$ cat src/rtl/arc_pkg.sv
// ----------------------------------------------------------------------------
// arc_pkg
// Shared types and constants of the ARP responder with address cache.
// ----------------------------------------------------------------------------
package arc_pkg;

    localparam int CACHE_ENTRIES = 16;
    localparam int PROBE_COUNT   = 3;

    localparam int IDX_W  = $clog2(CACHE_ENTRIES);
    localparam int PCNT_W = $clog2(PROBE_COUNT + 1);

    localparam int IP_W  = 32;
    localparam int MAC_W = 48;

    localparam logic [MAC_W-1:0] BCAST_MAC = {MAC_W{1'b1}};

    typedef enum logic [1:0] {
        ACT_RX      = 2'd0,
        ACT_LOOKUP  = 2'd1,
        ACT_REQUEST = 2'd2,
        ACT_PROBE   = 2'd3
    } action_t;

    localparam logic [2:0] KIND_IGNORED  = 3'd0;
    localparam logic [2:0] KIND_TX       = 3'd1;
    localparam logic [2:0] KIND_LEARNED  = 3'd2;
    localparam logic [2:0] KIND_LOOKUP   = 3'd3;
    localparam logic [2:0] KIND_CONFLICT = 3'd4;

    localparam logic [15:0] RX_OP_REQUEST = 16'd1;
    localparam logic [15:0] RX_OP_REPLY   = 16'd2;

    localparam logic [1:0] TX_OP_NONE    = 2'd0;
    localparam logic [1:0] TX_OP_REQUEST = 2'd1;
    localparam logic [1:0] TX_OP_REPLY   = 2'd2;

    localparam logic REG_OWN_IP  = 1'b0;
    localparam logic REG_OWN_MAC = 1'b1;

    typedef enum logic [1:0] {
        ST_IDLE   = 2'd0,
        ST_MATCH  = 2'd1,
        ST_COMMIT = 2'd2,
        ST_OUT    = 2'd3
    } state_t;

    typedef struct packed {
        logic load_in;
        logic match;
        logic commit;
        logic reload;
        logic last;
    } cmd_t;

    typedef struct packed {
        logic is_probe;
    } status_t;

endpackage

$ cat src/rtl/arp_responder_with_cache.sv
// ----------------------------------------------------------------------------
// arp_responder_with_cache
// ARP responder: answers requests for the own address, learns announcements
// and replies into a 16-entry associative cache, serves lookups, sends requests and probes.
// ----------------------------------------------------------------------------
// Result path: the input transfer is captured, the cache is searched, then the result is committed.
// Sequencing: a probe gives PROBE_COUNT results and every other item gives one result;
// one item is in flight at a time, set by the search/commit sequencer.
// Reset: cache valid bits, victim pointer and own_ip clear at once; no sweep.
module arp_responder_with_cache
    import arc_pkg::*;
(
    input  logic             clk,
    input  logic             rst_n,
    input  logic             cfg_wr_en,
    input  logic             cfg_index,
    input  logic [MAC_W-1:0] cfg_data,
    input  logic             in_valid,
    output logic             in_ready,
    input  logic [1:0]       action,
    input  logic [15:0]      rx_opcode,
    input  logic [IP_W-1:0]  rx_sender_ip,
    input  logic [MAC_W-1:0] rx_sender_mac,
    input  logic [IP_W-1:0]  rx_target_ip,
    input  logic [IP_W-1:0]  query_ip,
    output logic             out_valid,
    input  logic             out_ready,
    output logic [2:0]       result_kind,
    output logic [1:0]       tx_opcode,
    output logic [MAC_W-1:0] tx_dest_mac,
    output logic [IP_W-1:0]  tx_sender_ip,
    output logic [IP_W-1:0]  tx_target_ip,
    output logic [IP_W-1:0]  entry_ip,
    output logic [MAC_W-1:0] entry_mac,
    output logic             hit,
    output logic             last
);

    cmd_t    cmd;
    status_t status;

    arc_ctrl u_ctrl (
        .clk       (clk),
        .rst_n     (rst_n),
        .in_valid  (in_valid),
        .in_ready  (in_ready),
        .out_valid (out_valid),
        .out_ready (out_ready),
        .status    (status),
        .cmd       (cmd)
    );

    arc_datapath u_dp (
        .clk           (clk),
        .rst_n         (rst_n),
        .cmd           (cmd),
        .status        (status),
        .cfg_wr_en     (cfg_wr_en),
        .cfg_index     (cfg_index),
        .cfg_data      (cfg_data),
        .action        (action),
        .rx_opcode     (rx_opcode),
        .rx_sender_ip  (rx_sender_ip),
        .rx_sender_mac (rx_sender_mac),
        .rx_target_ip  (rx_target_ip),
        .query_ip      (query_ip),
        .result_kind   (result_kind),
        .tx_opcode     (tx_opcode),
        .tx_dest_mac   (tx_dest_mac),
        .tx_sender_ip  (tx_sender_ip),
        .tx_target_ip  (tx_target_ip),
        .entry_ip      (entry_ip),
        .entry_mac     (entry_mac),
        .hit           (hit),
        .last          (last)
    );

    assert property (@(posedge clk) disable iff (!rst_n) !(in_ready && out_valid))
        else $error("input taken while a result is pending");

    assert property (@(posedge clk) disable iff (!rst_n)
        out_valid && out_ready && last |=> !out_valid)
        else $error("result after final transfer");

    assert property (@(posedge clk) disable iff (!rst_n)
        out_valid && !last |-> result_kind == KIND_TX)
        else $error("multi-result item is not a probe frame");

endmodule

$ cat src/rtl/arc_ctrl.sv
// ----------------------------------------------------------------------------
// arc_ctrl
// Sequencer: capture, cache search, commit, then one or more output transfers.
// ----------------------------------------------------------------------------
module arc_ctrl
    import arc_pkg::*;
(
    input  logic    clk,
    input  logic    rst_n,
    input  logic    in_valid,
    output logic    in_ready,
    output logic    out_valid,
    input  logic    out_ready,
    input  status_t status,
    output cmd_t    cmd
);

    state_t            state_reg, state_next;
    logic [PCNT_W-1:0] cnt_reg, cnt_next;

    always_ff @(posedge clk or negedge rst_n)
    begin
        if (!rst_n)
        begin
            state_reg <= ST_IDLE;
            cnt_reg   <= '0;
        end
        else
        begin
            state_reg <= state_next;
            cnt_reg   <= cnt_next;
        end
    end

    always_comb
    begin
        state_next = state_reg;
        cnt_next   = cnt_reg;
        cmd        = '0;
        in_ready   = 1'b0;
        out_valid  = 1'b0;
        case (state_reg)
            ST_IDLE:
            begin
                in_ready = 1'b1;
                if (in_valid)
                begin
                    cmd.load_in = 1'b1;
                    state_next  = ST_MATCH;
                end
            end
            ST_MATCH:
            begin
                cmd.match  = 1'b1;
                state_next = ST_COMMIT;
            end
            ST_COMMIT:
            begin
                cmd.commit = 1'b1;
                cmd.last   = !status.is_probe || (PROBE_COUNT == 1);
                cnt_next   = PCNT_W'(1);
                state_next = ST_OUT;
            end
            ST_OUT:
            begin
                out_valid = 1'b1;
                if (out_ready)
                begin
                    if (status.is_probe && (cnt_reg < PCNT_W'(PROBE_COUNT)))
                    begin
                        cmd.reload = 1'b1;
                        cmd.last   = (cnt_reg == PCNT_W'(PROBE_COUNT - 1));
                        cnt_next   = cnt_reg + PCNT_W'(1);
                    end
                    else
                    begin
                        state_next = ST_IDLE;
                    end
                end
            end
            default:
            begin
                state_next = ST_IDLE;
            end
        endcase
    end

endmodule

$ cat src/rtl/arc_datapath.sv
// ----------------------------------------------------------------------------
// arc_datapath
// Input capture, own address register, associative cache and result register.
// ----------------------------------------------------------------------------
module arc_datapath
    import arc_pkg::*;
(
    input  logic             clk,
    input  logic             rst_n,
    input  cmd_t             cmd,
    output status_t          status,
    input  logic             cfg_wr_en,
    input  logic             cfg_index,
    input  logic [MAC_W-1:0] cfg_data,
    input  logic [1:0]       action,
    input  logic [15:0]      rx_opcode,
    input  logic [IP_W-1:0]  rx_sender_ip,
    input  logic [MAC_W-1:0] rx_sender_mac,
    input  logic [IP_W-1:0]  rx_target_ip,
    input  logic [IP_W-1:0]  query_ip,
    output logic [2:0]       result_kind,
    output logic [1:0]       tx_opcode,
    output logic [MAC_W-1:0] tx_dest_mac,
    output logic [IP_W-1:0]  tx_sender_ip,
    output logic [IP_W-1:0]  tx_target_ip,
    output logic [IP_W-1:0]  entry_ip,
    output logic [MAC_W-1:0] entry_mac,
    output logic             hit,
    output logic             last
);

    // own_mac is accepted on the write port but never appears in a result
    logic [IP_W-1:0]  own_ip_reg;

    action_t          act_reg;
    logic [15:0]      opc_reg;
    logic [IP_W-1:0]  sip_reg;
    logic [MAC_W-1:0] smac_reg;
    logic [IP_W-1:0]  tip_reg;
    logic [IP_W-1:0]  qip_reg;

    logic [CACHE_ENTRIES-1:0] valid_reg;
    logic [IP_W-1:0]          key_reg [CACHE_ENTRIES];
    logic [MAC_W-1:0]         mac_reg [CACHE_ENTRIES];
    logic [IDX_W-1:0]         victim_reg, victim_next;

    logic [CACHE_ENTRIES-1:0] match_vec_reg, match_vec_next;
    logic [CACHE_ENTRIES-1:0] free_vec_reg;

    logic [2:0]       kind_reg, kind_next;
    logic [1:0]       txop_reg, txop_next;
    logic [MAC_W-1:0] dmac_reg, dmac_next;
    logic [IP_W-1:0]  tsip_reg, tsip_next;
    logic [IP_W-1:0]  ttip_reg, ttip_next;
    logic [IP_W-1:0]  eip_reg, eip_next;
    logic [MAC_W-1:0] emac_reg, emac_next;
    logic             hit_reg, hit_next;
    logic             last_reg;

    logic [IP_W-1:0]  search_ip;
    logic [IDX_W-1:0] match_idx, free_idx, slot;
    logic             any_match, any_free;
    logic             is_reply, do_learn, is_conflict, wr_cache;

    assign status.is_probe = (act_reg == ACT_PROBE);

    always_ff @(posedge clk or negedge rst_n)
    begin
        if (!rst_n)
        begin
            own_ip_reg <= '0;
        end
        else if (cfg_wr_en && (cfg_index == REG_OWN_IP))
        begin
            own_ip_reg <= cfg_data[IP_W-1:0];
        end
    end

    always_ff @(posedge clk)
    begin
        if (cmd.load_in)
        begin
            act_reg  <= action_t'(action);
            opc_reg  <= rx_opcode;
            sip_reg  <= rx_sender_ip;
            smac_reg <= rx_sender_mac;
            tip_reg  <= rx_target_ip;
            qip_reg  <= query_ip;
        end
    end

    assign search_ip = (act_reg == ACT_LOOKUP) ? qip_reg : sip_reg;

    always_comb
    begin
        for (int i = 0; i < CACHE_ENTRIES; i++)
        begin
            match_vec_next[i] = valid_reg[i] && (key_reg[i] == search_ip);
        end
    end

    always_ff @(posedge clk or negedge rst_n)
    begin
        if (!rst_n)
        begin
            match_vec_reg <= '0;
            free_vec_reg  <= '0;
        end
        else if (cmd.match)
        begin
            match_vec_reg <= match_vec_next;
            free_vec_reg  <= ~valid_reg;
        end
    end

    // lowest set index wins
    always_comb
    begin
        match_idx = '0;
        free_idx  = '0;
        for (int i = CACHE_ENTRIES - 1; i >= 0; i--)
        begin
            if (match_vec_reg[i])
            begin
                match_idx = IDX_W'(i);
            end
            if (free_vec_reg[i])
            begin
                free_idx = IDX_W'(i);
            end
        end
    end

    assign any_match = |match_vec_reg;
    assign any_free  = |free_vec_reg;

    assign is_reply = (opc_reg == RX_OP_REQUEST) && (tip_reg == own_ip_reg);
    assign do_learn = ((opc_reg == RX_OP_REQUEST) && (tip_reg != own_ip_reg)
                       && (tip_reg == sip_reg))
                   || ((opc_reg == RX_OP_REPLY)
                       && ((tip_reg == '0) || (tip_reg == own_ip_reg)));
    assign is_conflict = (sip_reg == own_ip_reg);
    assign wr_cache = cmd.commit && (act_reg == ACT_RX) && !is_reply && do_learn
                   && !is_conflict;

    always_comb
    begin
        victim_next = victim_reg;
        if (any_match)
        begin
            slot = match_idx;
        end
        else if (any_free)
        begin
            slot = free_idx;
        end
        else
        begin
            slot = victim_reg;
            if (victim_reg == IDX_W'(CACHE_ENTRIES - 1))
            begin
                victim_next = '0;
            end
            else
            begin
                victim_next = victim_reg + IDX_W'(1);
            end
        end
    end

    always_ff @(posedge clk or negedge rst_n)
    begin
        if (!rst_n)
        begin
            valid_reg  <= '0;
            victim_reg <= '0;
        end
        else if (wr_cache)
        begin
            valid_reg[slot] <= 1'b1;
            victim_reg      <= victim_next;
        end
    end

    always_ff @(posedge clk)
    begin
        if (wr_cache)
        begin
            key_reg[slot] <= sip_reg;
            mac_reg[slot] <= smac_reg;
        end
    end

    always_comb
    begin
        kind_next = KIND_IGNORED;
        txop_next = TX_OP_NONE;
        dmac_next = '0;
        tsip_next = '0;
        ttip_next = '0;
        eip_next  = '0;
        emac_next = '0;
        hit_next  = 1'b0;
        case (act_reg)
            ACT_RX:
            begin
                if (is_reply)
                begin
                    kind_next = KIND_TX;
                    txop_next = TX_OP_REPLY;
                    dmac_next = smac_reg;
                    tsip_next = own_ip_reg;
                    ttip_next = sip_reg;
                end
                else if (do_learn)
                begin
                    kind_next = is_conflict ? KIND_CONFLICT : KIND_LEARNED;
                    eip_next  = sip_reg;
                    emac_next = smac_reg;
                end
            end
            ACT_LOOKUP:
            begin
                kind_next = KIND_LOOKUP;
                eip_next  = qip_reg;
                hit_next  = any_match;
                emac_next = any_match ? mac_reg[match_idx] : '0;
            end
            ACT_REQUEST:
            begin
                kind_next = KIND_TX;
                txop_next = TX_OP_REQUEST;
                dmac_next = BCAST_MAC;
                tsip_next = own_ip_reg;
                ttip_next = qip_reg;
            end
            ACT_PROBE:
            begin
                kind_next = KIND_TX;
                txop_next = TX_OP_REQUEST;
                ttip_next = own_ip_reg;
            end
            default:
            begin
                kind_next = KIND_IGNORED;
            end
        endcase
    end

    always_ff @(posedge clk)
    begin
        if (cmd.commit)
        begin
            kind_reg <= kind_next;
            txop_reg <= txop_next;
            dmac_reg <= dmac_next;
            tsip_reg <= tsip_next;
            ttip_reg <= ttip_next;
            eip_reg  <= eip_next;
            emac_reg <= emac_next;
            hit_reg  <= hit_next;
        end
        if (cmd.commit || cmd.reload)
        begin
            last_reg <= cmd.last;
        end
    end

    assign result_kind  = kind_reg;
    assign tx_opcode    = txop_reg;
    assign tx_dest_mac  = dmac_reg;
    assign tx_sender_ip = tsip_reg;
    assign tx_target_ip = ttip_reg;
    assign entry_ip     = eip_reg;
    assign entry_mac    = emac_reg;
    assign hit          = hit_reg;
    assign last         = last_reg;

    // an address is held in at most one valid entry
    assert property (@(posedge clk) disable iff (!rst_n) $onehot0(match_vec_reg))
        else $error("duplicate cache key");

    // the victim pointer moves only on a cache write with no match and no free entry
    assert property (@(posedge clk) disable iff (!rst_n)
        !wr_cache |=> $stable(victim_reg))
        else $error("victim pointer moved without eviction");

endmodule
$ cat config.mk
export PLATFORM = sky130hd
export DESIGN_NAME = arp_responder_with_cache
export DESIGN_NICKNAME = d
export VERILOG_FILES = /design/src/rtl/arc_pkg.sv /design/src/rtl/arp_responder_with_cache.sv /design/src/rtl/arc_ctrl.sv /design/src/rtl/arc_datapath.sv
export SDC_FILE = /design/constraint.sdc
export NUM_CORES = 2
export LEC_CHECK = 0
export BUFFER_PORTS_ARGS = -buffer_cell sky130_fd_sc_hd__buf_4
export CAP_MARGIN = 30
export CORE_MARGIN = 4
export CORE_UTILIZATION = 68
export CTS_BUF_LIST = sky130_fd_sc_hd__clkbuf_4 sky130_fd_sc_hd__clkbuf_8
export DETAILED_ROUTE_END_ITERATION = 8
export PLACE_DENSITY = 0.88
export SETUP_SLACK_MARGIN = 0.3
export SYNTH_ARGS = -nofsm -noshare
export SYNTH_HDL_FRONTEND = slang
export SYNTH_SLANG_ARGS = --single-unit
$ cat constraint.sdc
create_clock -name clk -period 26.9 [get_ports clk]
set_clock_uncertainty 0.05 [all_clocks]
set_input_delay 1.345 -clock clk [delete_from_list [all_inputs] [get_ports clk]]
set_output_delay 1.345 -clock clk [all_outputs]
set_load 0.005 [all_outputs]
==> flow_summary_export.csv <==
group,metric,value,unit
die,initial_core_util,0.685,
cts,cts_tree,"yes",
timing,slew_viol_final,0,
final_layout,largest_reg_flops,768,
timing,slew_headroom,0.208,
drt,via_per_inst,6.92,
status,status,"complete, no violations",
cts,clockRootBuffer,"clkbuf_8",
global_routing,grt_pass1_wl,303,mm
cts,path_clk_slew,0.06,ns
timing,fin_setup_tns,0,ns
cts,clockBufferDepth,4,
job,maxCapViolations,0,
final_layout,post-route-cell-area,80000,um^2
global_routing,grt_overflow,0,
cts,cts.repair.resized,0,
synth,syn_area,69800,um^2
timing,hold_viol_final,0,
cts,numClockSinks,1729,
power_and_ir_drop,leakage,27.2,nW
power_and_ir_drop,max-vdd-ir-drop,0.0000827,V
final_layout,layout.nets,5456,
placed_design,gp_congestion,0.919,
placed_design,place_ws,21.88,ns
timing,setup_violations,0,
die,ios,417,
drt,drc_errors,0,
drt,drt_iter0_markers,8301,
placed_design,post_dp_cell_area,74700,um^2
global_routing,antenna_found_initial,7,
drt,ant_nets,0,
setup_path,crit_path_max_fanout,48,
cts,htree_num_levels,5,
global_routing,gr-usage-all-layers,0.387,
timing,period_share,0.192,
synth,syn_nets,4874,
drt,dr_wl_met2,97.3,mm
cts,post_cts_buffers,0,
global_routing,grt_pass1_vias,47900,
setup_path,path_class,"flop to flop",
die,die-area,108000,um^2
timing,fmax,0.193,GHz
synth,avgSynthCellArea,15.0,um^2
die,row_count,117,
setup_path,critPathLaunchType,"flop",
synth,synth_top_area_share,0.706,
synth,async_flop_share,0.0509,
synth,ys_warn_count,0,
drt,topRoutingLayerUsed,"met5",
drt,wl_per_cell,31.3,um
final_layout,area_growth_syn_to_layout,14.6,%
synth,ys_types,76,
drt,wl_met3,32.6,mm
setup_path,cp_data_required_time,27.39,ns
global_routing,grt_start_max_net_pins,236,
synth,synth_area_leader_cell,"edfxtp_1",
setup_path,crit_arrival,5.67,ns
timing,min_period,5.18,ns
cts,numCtsBuffers,283,
cts,ctsHoldBuffers,0,
synth,synth.area.top_cells,"edfxtp_1 (71%), xnor2_1 (4.8%), nand2_1 (4.4%)",
die,fp.dieH,328,um
synth,synth_flop_cell,"edfxtp_1",
drt,vias,47000,
die,core-area,102000,um^2
drt,wl_met1,65.9,mm
min_path,hold_class,"input port to asynchronous set/reset pin",
timing,rsz0062_at_grt,"no",
power_and_ir_drop,power_density,81.9,nW/um^2
timing,fin_ws,21.72,ns
drt,first_pass_iters,9,
placed_design,hpwl,112,mm
cts,clk_latency,0.98,ns
setup_path,worst_setup_path_end_kind,"flop",
placed_design,io_buffer_count,400,
timing,worstMarginPinSlew,1.19,ns
drt,finalWirelength,212,mm
synth,yosysSeqAreaShare,0.738,
synth,synth_seq_cells,1729,
final_layout,drive_above_1_share,0.199,
die,die_w,328,um
synth,synth_edf_count,1641,
synth,synth_cells,4651,
-- where the power goes --
group / switching (mW) / leakage (nW) / internal, mW
registers: 0.161 / 15.9 / 3.23
clock network: 1.02 / 2.73 / 1.15
logic: 0.632 / 8.50 / 0.355
-- kinds of logic after synthesis --
group           after synthesis  synth area share
mux                         113            0.0225
buf+inv                     284            0.0189
compound gates              524            0.0523
xor+xnor                    600            0.0753
flops                      1729             0.738
simple gates               1394            0.0922
fa+ha+maj                     7           0.00125
-- path summary, 6_finish.rpt --
path                                    from                    to  slack [ns]  depth (start not counted)
max                         u_dp.opc_reg[13]   u_dp.mac_reg[2][37]       21.72                          7
min                                    rst_n    u_dp.own_ip_reg[6]        0.25                          1
max reg2reg                 u_dp.opc_reg[13]   u_dp.mac_reg[2][37]       21.72                          7
min reg2reg                u_dp.valid_reg[5]  u_dp.free_vec_reg[5]        0.44                          1
max in group asynchronous              rst_n    u_dp.valid_reg[14]       25.23                          2
min in group clk           u_dp.valid_reg[5]  u_dp.free_vec_reg[5]        0.44                          1
-- placed cells by master, fill, tap and decap left out, types with 99 or more instances in the layout --
cell      netlist  routed
edfxtp_1     1641    1641
nand2_1       827     824
buf_4          19     529
xnor2_1       384     384
clkbuf_8        0     287
xor2_1        216     216
nand3_1       163     162
nand4_1       117     117
nor4_1        116     116
a21oi_1       117     115
a31oi_1       115     115
clkbuf_4        0      99
-- metrics by stage --
step                      std cells  hold WS, ns  total power, mW   util
after floorplan                4651        0.381             3.88      -
after global placement         6307        0.415             4.33  0.732
after detailed placement       6312        0.432             4.37  0.733
after CTS                      6775        0.229             6.50  0.784
after global routing           6781        0.234             6.70  0.785
final                          6784        0.254             6.55  0.785
-- routing by layer --
layer / up-vias / global-route usage
met4: 2 / 0.264
li1: 18500 / -
met2: 4908 / 0.598
met1: 22400 / 0.476
met3: 1163 / 0.114
met5: - / 0
-- final cells by class --
| type | count | area (um^2) |
|---|---|---|
| flip-flops and latches | 1729 | 51500 |
| fillers | 4892 | 21900 |
| clock buffers | 386 | 4690 |
| diodes | 5 | 12.5 |
| multi-input cells | 2638 | 17200 |
| clock inverters | 77 | 447 |
| well taps | 1368 | 1710 |
| inverters | 41 | 154 |
| repair buffers | 540 | 4230 |
-- worst max-delay path: stages, from the launching register on --
cell and delay, ns:
edfxtp_1 0.40, nor4_2 0.37, nand4_1 0.28, or4_4 0.63, o32ai_4 0.63, or3b_1 0.67, nor2_4 0.80, buf_4 0.87
-- Yosys cell counts, types with 11 or more instances --
library cell	count
edfxtp_1	1641
nand2_1	827
xnor2_1	384
xor2_1	216
nand3_1	163
clkbuf_1	134
a21oi_1	117
nand4_1	117
nor4_1	116
a31oi_1	115
dfrtp_1	88
a22o_1	68
buf_2	56
mux2i_1	48
inv_1	41
nor2_1	38
and2_1	36
o21ai_1	36
mux2_2	32
mux2i_4	32
a211oi_1	28
a221o_1	24
a32o_1	23
o211ai_1	23
o21ai_0	22
buf_1	20
nor3b_1	20
and3_1	19
buf_4	19
a32oi_1	16
or2_1	14
buf_6	13
nor3_1	12
o311ai_1	11
(Power assumes the default switching activity.)
